===== config.mk =====
export PLATFORM = sky130hd
export DESIGN_NAME = ordered_unique_list_table_core
export DESIGN_NICKNAME = d
export VERILOG_FILES = /design/src/sv/oult_pkg.sv /design/src/sv/oult_ctrl.sv /design/src/sv/oult_datapath.sv /design/src/sv/ordered_unique_list_table_core.sv
export SDC_FILE = /design/constraint.sdc
export NUM_CORES = 2
export LEC_CHECK = 0
export BUFFER_PORTS_ARGS = -buffer_cell sky130_fd_sc_hd__buf_4
export CAP_MARGIN = 20
export CORE_MARGIN = 1.5
export CORE_UTILIZATION = 55
export DETAILED_ROUTE_END_ITERATION = 6
export GPL_ROUTABILITY_DRIVEN = 0
export PLACE_DENSITY = 0.74
export SYNTH_ARGS = -nofsm -noshare
export SYNTH_HDL_FRONTEND = slang
export SYNTH_SLANG_ARGS = --single-unit

===== constraint.sdc =====
create_clock -name clk -period 4.88 [get_ports clk]
set_input_delay 0.732 -clock clk [delete_from_list [all_inputs] [get_ports clk]]
set_output_delay 0.732 -clock clk [all_outputs]
set_load 0.02 [all_outputs]

===== src/sv/oult_pkg.sv =====
`default_nettype none

package oult_pkg;

  // Fixed field widths of the command and result words.
  localparam int unsigned CMD_W   = 3;
  localparam int unsigned POS_W   = 7;
  localparam int unsigned VAL_W   = 32;
  localparam int unsigned STAT_W  = 2;
  localparam int unsigned COUNT_W = 7;

  // Default list depth.
  localparam int unsigned DEF_CAPACITY = 64;

  typedef enum logic [CMD_W-1:0] {
    CMD_GET       = 3'd0,
    CMD_INS_FRONT = 3'd1,
    CMD_INS_BACK  = 3'd2,
    CMD_INS_AT    = 3'd3,
    CMD_DELETE    = 3'd4,
    CMD_FIND      = 3'd5
  } cmd_e;

  typedef enum logic [STAT_W-1:0] {
    ST_OK     = 2'd0,
    ST_BADPOS = 2'd1,
    ST_DUP    = 2'd2,
    ST_FULL   = 2'd3
  } status_e;

  // Memory read address source.
  typedef enum logic [1:0] {
    RD_IDX  = 2'd0,
    RD_POS  = 2'd1,
    RD_PREV = 2'd2,
    RD_NEXT = 2'd3
  } rd_sel_e;

  // Source of the read_value field of a result.
  typedef enum logic [1:0] {
    RV_ZERO = 2'd0,
    RV_NEG1 = 2'd1,
    RV_MEM  = 2'd2
  } rv_sel_e;

  typedef enum logic [3:0] {
    S_IDLE,
    S_DISPATCH,
    S_GET_WAIT,
    S_SCAN_RD,
    S_SCAN_CMP,
    S_INS_CHECK,
    S_SHIFT_RD,
    S_SHIFT_WR,
    S_DEL_RD,
    S_DEL_WR
  } state_e;

  typedef struct packed {
    logic [CMD_W-1:0]        command;
    logic [POS_W-1:0]        position;
    logic signed [VAL_W-1:0] item_value;
  } in_word_t;

  typedef struct packed {
    logic signed [VAL_W-1:0] read_value;
    logic                    found;
    logic [STAT_W-1:0]       status;
    logic [COUNT_W-1:0]      entry_count;
  } out_word_t;

  // Commands from the controller to the datapath.
  typedef struct packed {
    logic    load;
    logic    idx_zero;
    logic    idx_count;
    logic    idx_pos;
    logic    idx_inc;
    logic    idx_dec;
    logic    rd_en;
    rd_sel_e rd_sel;
    logic    wr_en;
    logic    wr_val;
    logic    cnt_inc;
    logic    cnt_dec;
    logic    fin;
    status_e fin_status;
    logic    fin_found;
    rv_sel_e fin_rv;
  } ctrl_t;

  // Status from the datapath to the controller.
  typedef struct packed {
    logic [CMD_W-1:0] cmd;
    logic             pos_lt_count;
    logic             idx_lt_count;
    logic             match;
    logic             tgt_gt_count;
    logic             full;
    logic             idx_gt_tgt;
    logic             next_lt_count;
  } stat_t;

endpackage

`default_nettype wire


===== src/sv/oult_ctrl.sv =====
`default_nettype none

module oult_ctrl
  import oult_pkg::*;
(
  input  wire logic  clk,
  input  wire logic  rst_n,
  input  wire logic  start,
  output logic       busy,
  input  wire stat_t stat,
  output ctrl_t      ctrl
);

  state_e state_r;
  state_e state_nxt;
  logic   is_find;

  assign is_find = (stat.cmd == CMD_FIND);
  assign busy    = (state_r != S_IDLE);

  // State register.
  always_ff @(posedge clk) begin
    if (!rst_n) begin
      state_r <= S_IDLE;
    end else begin
      state_r <= state_nxt;
    end
  end

  // Next state.
  always_comb begin
    state_nxt = state_r;
    case (state_r)
      S_IDLE: begin
        if (start) state_nxt = S_DISPATCH;
      end
      S_DISPATCH: begin
        case (stat.cmd)
          CMD_GET:    state_nxt = stat.pos_lt_count ? S_GET_WAIT : S_IDLE;
          CMD_DELETE: state_nxt = stat.pos_lt_count ? S_DEL_RD : S_IDLE;
          CMD_INS_FRONT, CMD_INS_BACK, CMD_INS_AT, CMD_FIND: state_nxt = S_SCAN_RD;
          default:    state_nxt = S_IDLE;
        endcase
      end
      S_GET_WAIT: state_nxt = S_IDLE;
      S_SCAN_RD: begin
        if (stat.idx_lt_count) begin
          state_nxt = S_SCAN_CMP;
        end else begin
          state_nxt = is_find ? S_IDLE : S_INS_CHECK;
        end
      end
      S_SCAN_CMP: state_nxt = stat.match ? S_IDLE : S_SCAN_RD;
      S_INS_CHECK: begin
        if (stat.tgt_gt_count || stat.full) begin
          state_nxt = S_IDLE;
        end else begin
          state_nxt = S_SHIFT_RD;
        end
      end
      S_SHIFT_RD: state_nxt = stat.idx_gt_tgt ? S_SHIFT_WR : S_IDLE;
      S_SHIFT_WR: state_nxt = S_SHIFT_RD;
      S_DEL_RD:   state_nxt = stat.next_lt_count ? S_DEL_WR : S_IDLE;
      S_DEL_WR:   state_nxt = S_DEL_RD;
      default:    state_nxt = S_IDLE;
    endcase
  end

  // Datapath commands.
  always_comb begin
    ctrl            = '0;
    ctrl.rd_sel     = RD_IDX;
    ctrl.fin_status = ST_OK;
    ctrl.fin_rv     = RV_ZERO;
    case (state_r)
      S_IDLE: begin
        ctrl.load = start;
      end
      S_DISPATCH: begin
        case (stat.cmd)
          CMD_GET: begin
            if (stat.pos_lt_count) begin
              ctrl.rd_en  = 1'b1;
              ctrl.rd_sel = RD_POS;
            end else begin
              ctrl.fin        = 1'b1;
              ctrl.fin_status = ST_BADPOS;
              ctrl.fin_rv     = RV_NEG1;
            end
          end
          CMD_DELETE: begin
            if (stat.pos_lt_count) begin
              ctrl.idx_pos = 1'b1;
            end else begin
              ctrl.fin        = 1'b1;
              ctrl.fin_status = ST_BADPOS;
            end
          end
          CMD_INS_FRONT, CMD_INS_BACK, CMD_INS_AT, CMD_FIND: ctrl.idx_zero = 1'b1;
          default: ctrl.fin = 1'b1;
        endcase
      end
      S_GET_WAIT: begin
        ctrl.fin    = 1'b1;
        ctrl.fin_rv = RV_MEM;
      end
      S_SCAN_RD: begin
        if (stat.idx_lt_count) begin
          ctrl.rd_en = 1'b1;
        end else if (is_find) begin
          ctrl.fin = 1'b1;
        end
      end
      S_SCAN_CMP: begin
        if (stat.match) begin
          ctrl.fin        = 1'b1;
          ctrl.fin_found  = is_find;
          ctrl.fin_status = is_find ? ST_OK : ST_DUP;
        end else begin
          ctrl.idx_inc = 1'b1;
        end
      end
      S_INS_CHECK: begin
        if (stat.tgt_gt_count) begin
          ctrl.fin        = 1'b1;
          ctrl.fin_status = ST_BADPOS;
        end else if (stat.full) begin
          ctrl.fin        = 1'b1;
          ctrl.fin_status = ST_FULL;
        end else begin
          ctrl.idx_count = 1'b1;
        end
      end
      S_SHIFT_RD: begin
        if (stat.idx_gt_tgt) begin
          ctrl.rd_en  = 1'b1;
          ctrl.rd_sel = RD_PREV;
        end else begin
          // The hole is open at the target position: place the new word.
          ctrl.wr_en   = 1'b1;
          ctrl.wr_val  = 1'b1;
          ctrl.cnt_inc = 1'b1;
          ctrl.fin     = 1'b1;
        end
      end
      S_SHIFT_WR: begin
        ctrl.wr_en   = 1'b1;
        ctrl.idx_dec = 1'b1;
      end
      S_DEL_RD: begin
        if (stat.next_lt_count) begin
          ctrl.rd_en  = 1'b1;
          ctrl.rd_sel = RD_NEXT;
        end else begin
          ctrl.cnt_dec = 1'b1;
          ctrl.fin     = 1'b1;
        end
      end
      S_DEL_WR: begin
        ctrl.wr_en   = 1'b1;
        ctrl.idx_inc = 1'b1;
      end
      default: ;
    endcase
  end

endmodule

`default_nettype wire


===== src/sv/oult_datapath.sv =====
`default_nettype none

module oult_datapath
  import oult_pkg::*;
#(
  parameter int unsigned CAPACITY = DEF_CAPACITY
)
(
  input  wire logic     clk,
  input  wire logic     rst_n,
  input  wire in_word_t in_word,
  input  wire ctrl_t    ctrl,
  output stat_t         stat,
  output logic          out_valid,
  output out_word_t     out_word
);

  localparam int unsigned AW   = $clog2(CAPACITY);
  localparam int unsigned CW   = $clog2(CAPACITY + 1);
  localparam int unsigned CMPW = (CW > POS_W) ? CW : POS_W;

  logic [VAL_W-1:0] mem [CAPACITY];

  logic [CW-1:0]     count_r;
  logic [CW-1:0]     count_nxt;
  logic [CW-1:0]     idx_r;
  logic [CMD_W-1:0]  cmd_r;
  logic [POS_W-1:0]  pos_r;
  logic [VAL_W-1:0]  val_r;
  logic [VAL_W-1:0]  rdata_r;
  logic              out_valid_r;
  out_word_t         out_word_r;

  logic [CMPW-1:0]   count_x;
  logic [CMPW-1:0]   pos_x;
  logic [CMPW-1:0]   idx_x;
  logic [CMPW-1:0]   tgt_x;
  logic [CMPW-1:0]   count_nxt_x;
  logic [CW:0]       idx_p1;
  logic [CW-1:0]     rd_addr;
  logic [VAL_W-1:0]  wr_data;

  assign count_x     = CMPW'(count_r);
  assign pos_x       = CMPW'(pos_r);
  assign idx_x       = CMPW'(idx_r);
  assign idx_p1      = {1'b0, idx_r} + (CW+1)'(1);
  assign count_nxt_x = CMPW'(count_nxt);

  // Insert position for each insert command.
  always_comb begin
    case (cmd_r)
      CMD_INS_FRONT: tgt_x = '0;
      CMD_INS_BACK:  tgt_x = count_x;
      default:       tgt_x = pos_x;
    endcase
  end

  // Status to the controller.
  always_comb begin
    stat.cmd           = cmd_r;
    stat.pos_lt_count  = (pos_x < count_x);
    stat.idx_lt_count  = (idx_r < count_r);
    stat.match         = (rdata_r == val_r);
    stat.tgt_gt_count  = (tgt_x > count_x);
    stat.full          = (count_r == CW'(CAPACITY));
    stat.idx_gt_tgt    = (idx_x > tgt_x);
    stat.next_lt_count = (idx_p1 < {1'b0, count_r});
  end

  // Command word capture.
  always_ff @(posedge clk) begin
    if (ctrl.load) begin
      cmd_r <= in_word.command;
      pos_r <= in_word.position;
      val_r <= in_word.item_value;
    end
  end

  // Walk index.
  always_ff @(posedge clk) begin
    if (ctrl.idx_zero) begin
      idx_r <= '0;
    end else if (ctrl.idx_count) begin
      idx_r <= count_r;
    end else if (ctrl.idx_pos) begin
      idx_r <= pos_x[CW-1:0];
    end else if (ctrl.idx_inc) begin
      idx_r <= idx_r + CW'(1);
    end else if (ctrl.idx_dec) begin
      idx_r <= idx_r - CW'(1);
    end
  end

  // Entry count.
  always_comb begin
    count_nxt = count_r;
    if (ctrl.cnt_inc) begin
      count_nxt = count_r + CW'(1);
    end else if (ctrl.cnt_dec) begin
      count_nxt = count_r - CW'(1);
    end
  end

  always_ff @(posedge clk) begin
    if (!rst_n) begin
      count_r <= '0;
    end else begin
      count_r <= count_nxt;
    end
  end

  // Entry memory: one read port with registered data, one write port at the walk index.
  always_comb begin
    case (ctrl.rd_sel)
      RD_POS:  rd_addr = pos_x[CW-1:0];
      RD_PREV: rd_addr = idx_r - CW'(1);
      RD_NEXT: rd_addr = idx_p1[CW-1:0];
      default: rd_addr = idx_r;
    endcase
  end

  assign wr_data = ctrl.wr_val ? val_r : rdata_r;

  always_ff @(posedge clk) begin
    if (ctrl.rd_en) begin
      rdata_r <= mem[rd_addr[AW-1:0]];
    end
  end

  always_ff @(posedge clk) begin
    if (ctrl.wr_en) begin
      mem[idx_r[AW-1:0]] <= wr_data;
    end
  end

  // Result word and strobe.
  always_ff @(posedge clk) begin
    if (!rst_n) begin
      out_valid_r <= 1'b0;
    end else begin
      out_valid_r <= ctrl.fin;
    end
  end

  always_ff @(posedge clk) begin
    if (ctrl.fin) begin
      case (ctrl.fin_rv)
        RV_NEG1: out_word_r.read_value <= '1;
        RV_MEM:  out_word_r.read_value <= rdata_r;
        default: out_word_r.read_value <= '0;
      endcase
      out_word_r.found       <= ctrl.fin_found;
      out_word_r.status      <= ctrl.fin_status;
      out_word_r.entry_count <= count_nxt_x[COUNT_W-1:0];
    end
  end

  assign out_valid = out_valid_r;
  assign out_word  = out_word_r;

endmodule

`default_nettype wire


===== src/sv/ordered_unique_list_table_core.sv =====
`default_nettype none

// Bounded ordered list of unique 32-bit values held in one single-port-read,
// single-port-write memory of CAPACITY words. A command word is taken when
// start is high and busy is low; exactly one result word follows, shown on
// out_word for one cycle while out_valid is high, and the receiver cannot
// stall it. Commands run one at a time and their length depends on the list:
// get reads the entry at its position and shows it from a wait state, an
// out-of-range get or delete ends at dispatch, find and the duplicate
// check of every insert walk the stored entries with a read and a compare
// state per entry, an insert then moves each entry behind the insert point
// and a delete each entry behind the deleted one with a read and a write
// state per entry. The walks are paced by the one memory read port, whose
// registered data must return before a compare or a copy. busy drops in
// the cycle the result is shown, so the next command may be taken then.
// Entries above the stored count are never read, so the memory needs no
// clearing after reset.
module ordered_unique_list_table_core
  import oult_pkg::*;
#(
  parameter int unsigned CAPACITY = DEF_CAPACITY
)
(
  input  wire logic     clk,
  input  wire logic     rst_n,
  input  wire logic     start,
  output logic          busy,
  input  wire in_word_t in_word,
  output logic          out_valid,
  output out_word_t     out_word
);

  ctrl_t ctrl;
  stat_t stat;

  // Sequencer.
  oult_ctrl u_ctrl (
    .clk   (clk),
    .rst_n (rst_n),
    .start (start),
    .busy  (busy),
    .stat  (stat),
    .ctrl  (ctrl)
  );

  // List storage, walk index and result register.
  oult_datapath #(
    .CAPACITY (CAPACITY)
  ) u_datapath (
    .clk       (clk),
    .rst_n     (rst_n),
    .in_word   (in_word),
    .ctrl      (ctrl),
    .stat      (stat),
    .out_valid (out_valid),
    .out_word  (out_word)
  );

`ifndef SYNTHESIS
  // An accepted word always starts a command.
  a_accept_busy: assert property (@(posedge clk) disable iff (!rst_n)
    (start && !busy) |=> busy)
    else $error("command accepted but block not busy");

  // A result is shown only once the command has finished.
  a_result_idle: assert property (@(posedge clk) disable iff (!rst_n)
    out_valid |-> !busy)
    else $error("result shown while busy");

  // A found flag only comes with a clean status and no read data.
  a_found_clean: assert property (@(posedge clk) disable iff (!rst_n)
    (out_valid && out_word.found) |->
      (out_word.status == ST_OK && out_word.read_value == '0))
    else $error("found set with bad status or read data");
`endif

endmodule

`default_nettype wire


==> flow_summary_export.csv <==
group,metric,value,unit
timing,worstMarginPinSlew,1.07,ns
cts,clock_latency,0.86,ns
timing,setup_viol,0,
grt,antenna_found_initial,9,
detailed_routing,drc,1,
die,design.core.area,157000,um^2
worst_setup_path,crit_fanout,83,
place,dpl.hpwl,147000,um
yosys,synth.largest_area_cell,"edfxtp_1",
grt,gr-total-overflow,0,
detailed_routing,met1_length,90500,um
die,rows,145,
grt,grt_max_degree,84,
layout,drive_gt1_share,14.6,%
worst_setup_path,r2r_end,"u_datapath.rdata_r[3]",
power,p_leak,0.0341,uW
yosys,seq_area_frac_synth,75.0,%
layout,final_cell_mix,"edfxtp_1, nand2_1, nand3_1, buf_4, clkbuf_16",
min_path,hold_depth,1,
worst_setup_path,r2r-start,"u_datapath.cmd_r[2]",
die,die_w,401,um
cts,cts-root-buf,"clkbuf_16",
detailed_routing,top_layer_used,"met5",
layout,fill_cells,10642,
grt,grt_pass1_wl,368000,um
detailed_routing,vias,58052,
min_path,hold_end,"u_datapath.pos_r[0]",
layout,final_common_cell,"edfxtp_1",
timing,clock.fmax,206,MHz
timing,hold_viol_final,0,
yosys,syn_avg_cell_area,13.7,um^2
layout,multi_input_area,20400,um^2
yosys,syn-num-nets,6456,
run,maxCapViolCount,0,
detailed_routing,via_per_inst,6.45,
layout,seq_area,65400,um^2
power,power.density,422,nW/um^2
power,total_power,42800,uW
yosys,syn_inst,6372,
die,die_h,401,um
cts,clk_pin_slew,0.06,ns
worst_setup_path,reg2reg_depth,19,
power,vdd_ir_drop_max,0.298,mV
cts,cts_buffers,207,
yosys,synth_edf_count,2164,
cts,clockBufferDepth,3,
worst_setup_path,end_kind,"flop",
worst_setup_path,cp.required,5.47,ns
die,ios,89,
detailed_routing,wl_met3,36900,um
yosys,synth_top_area_share,74.6,%
cts,htree_levels,4,
min_path,hold_path.class,"in -> reg",
timing,relSlewSlack,28.5,%
die,dieArea,161000,um^2
detailed_routing,wl_per_cell,28.5,um
min_path,worstHoldStart,"in_word[32]",
cts,cts_sinks,2183,
worst_setup_path,startpoint_type,"flop",
timing,period_minus_slack,4.86,ns
detailed_routing,dr.first_iter.drc_count,9529,
yosys,ys_ff_latch,2183,
status,violations,"DRC",
layout,nets,6841,
detailed_routing,drt_pass1_iterations,7,
timing,rsz0062_at_grt,"yes",
timing,skew,0.0301,ns
yosys,syn-cell-area,87100,um^2
detailed_routing,wl,256000,um
timing,final.setup.worst_slack,0.0240,ns
worst_setup_path,r2r_setup_slack,0.02,ns
place,port_buffers,88,
yosys,ys.flop_type,"edfxtp_1",
yosys,yosys_warnings,0,
timing,finalMaxSlewViolations,0,
grt,grt_pass1_vias,55149,
detailed_routing,wl_met2,116000,um
layout,syn_to_final_growth,16.3,%
worst_setup_path,arrival,5.45,ns
yosys,synth.lib_cells_used.distinct,64,
yosys,synth_async_sr_flop_share,0,%
grt,groute.usage.overall,31.3,%
detailed_routing,ant_nets,0,
cts,tritoncts,"done",
place,pre_cts_ws,-0.506,ns
layout,post-route-util,64.7,%
status,status,"finished with violations",
yosys,synth_area_leaders,"edfxtp_1, nand2_1, nand3_1",
timing,finalCritPeriodShare,99.5,%
die,initial_core_util,55.6,%
worst_setup_path,worstSetupPathType,"reg -> reg",
[per-layer routing]
layer	up-vias	track usage, %
met1	28491	42.7
li1	24451	-
met2	4416	47.7
met5	-	0
met3	684	7.83
met4	10	14.7
[flip-flops by register name, indices dropped and copies added (netlist names)]
signal                count
u_datapath.count_r        7
u_datapath.mem         2048
u_datapath.out_word      42
u_datapath.cmd_r          3
u_datapath.rdata_r       32
u_datapath.val_r         32
u_datapath.idx_r          7
u_ctrl.state_r            4
u_datapath.out_valid      1
u_datapath.pos_r          7
[synth_stat cells (all sizes together), types with 4 or more instances]
master	instances
nand3	760
nand4	208
buf	236
and3	72
o21ai	19
xnor2	43
edfxtp	2164
ha	39
inv	30
nand2	1741
nand2b	7
o211ai	9
or2	5
a32oi	129
nand3b	4
dfxtp	19
a21o	13
xor2	6
a31oi	74
nor3	12
a211oi	72
nor4	6
mux2i	197
clkbuf	154
nor2	155
o22ai	5
nor2b	12
and2	10
mux2	34
a21oi	63
or3	35
[stage by stage]
step	area (um^2)	setup TNS (ns)	instances	hold slack (ns)
after floorplan	87100	0	6372	0.513
after global routing	101000	-0.129	8993	0.0313
final	101000	0	8999	0.0511
after CTS	101000	-0.0371	8971	0.00121
after detailed placement	94100	-2.64	8562	0.600
after global placement	94000	-1.66	8559	0.587
[power by group]
| part | total [uW] | leakage [uW] | internal [uW] | switching, uW |
|---|---|---|---|---|
| Combinational | 6610 | 0.0113 | 2350 | 4250 |
| Sequential | 20700 | 0.0196 | 20600 | 103 |
| Clock | 15500 | 0.00318 | 8540 | 6990 |
| Total | 42800 | 0.0341 | 31500 | 11300 |
[kinds of logic after synthesis]
group | Yosys count | share of synthesized area (%)
and+or+nand+nor | 3038 | 15.4
DFF | 2183 | 75.0
buffers and inverters | 420 | 2.38
AOI/OAI and AO/OA | 412 | 3.48
muxes | 231 | 2.70
xor gates and xnor gates | 49 | 0.493
adders and majority gates | 39 | 0.560
[layout make-up]
cell class	instances	share of cell area, %
repair buffers	565	6.26
inverters	30	0.111
clock buffers	247	5.28
diodes	8	0.0197
well taps	2058	2.54
multi-input cells	3770	20.2
clock inverters	138	1.15
flip-flops and latches	2183	64.5
[worst max-delay path by stage]
stage                                    from  cells after the start  slack [ns]               endpoint
after global routing      u_datapath.cmd_r[2]                     19       -0.07  u_datapath.rdata_r[3]
after floorplan           u_datapath.cmd_r[2]                     16        0.31  u_datapath.mem[55][0]
after global placement    u_datapath.cmd_r[2]                     19       -0.41  u_datapath.rdata_r[3]
after detailed placement  u_datapath.cmd_r[2]                     19       -0.51  u_datapath.rdata_r[3]
after CTS                 u_datapath.cmd_r[2]                     19       -0.04  u_datapath.rdata_r[3]
final                     u_datapath.cmd_r[2]                     19        0.02  u_datapath.rdata_r[3]
[worst max-delay path: stages (launching register included)]
cell,delay (ns)
edfxtp_1,0.44
buf_4,0.20
a21o_4,0.21
a21o_1,0.21
inv_1,0.07
ha_1,0.25
a41oi_2,0.20
o21ai_1,0.12
o21ai_2,0.17
a21bo_4,0.28
buf_4,0.14
o211a_4,0.30
buf_4,0.19
buf_12,0.18
nand2_1,0.14
a32oi_1,0.10
nand4_1,0.18
buf_12,0.13
nand4_1,0.47
or3_1,0.51
[repair_timing]
item                       4_1_cts  5_1_grt
gates resized for setup         17       32
hold endpoints to repair         1        0
buffers inserted                21       17
pin swaps                       12       17
hold buffers                     1        0
setup endpoints to repair       23       27
cloned                           4        3
No activity file was read; power rests on OpenSTA's default activity.
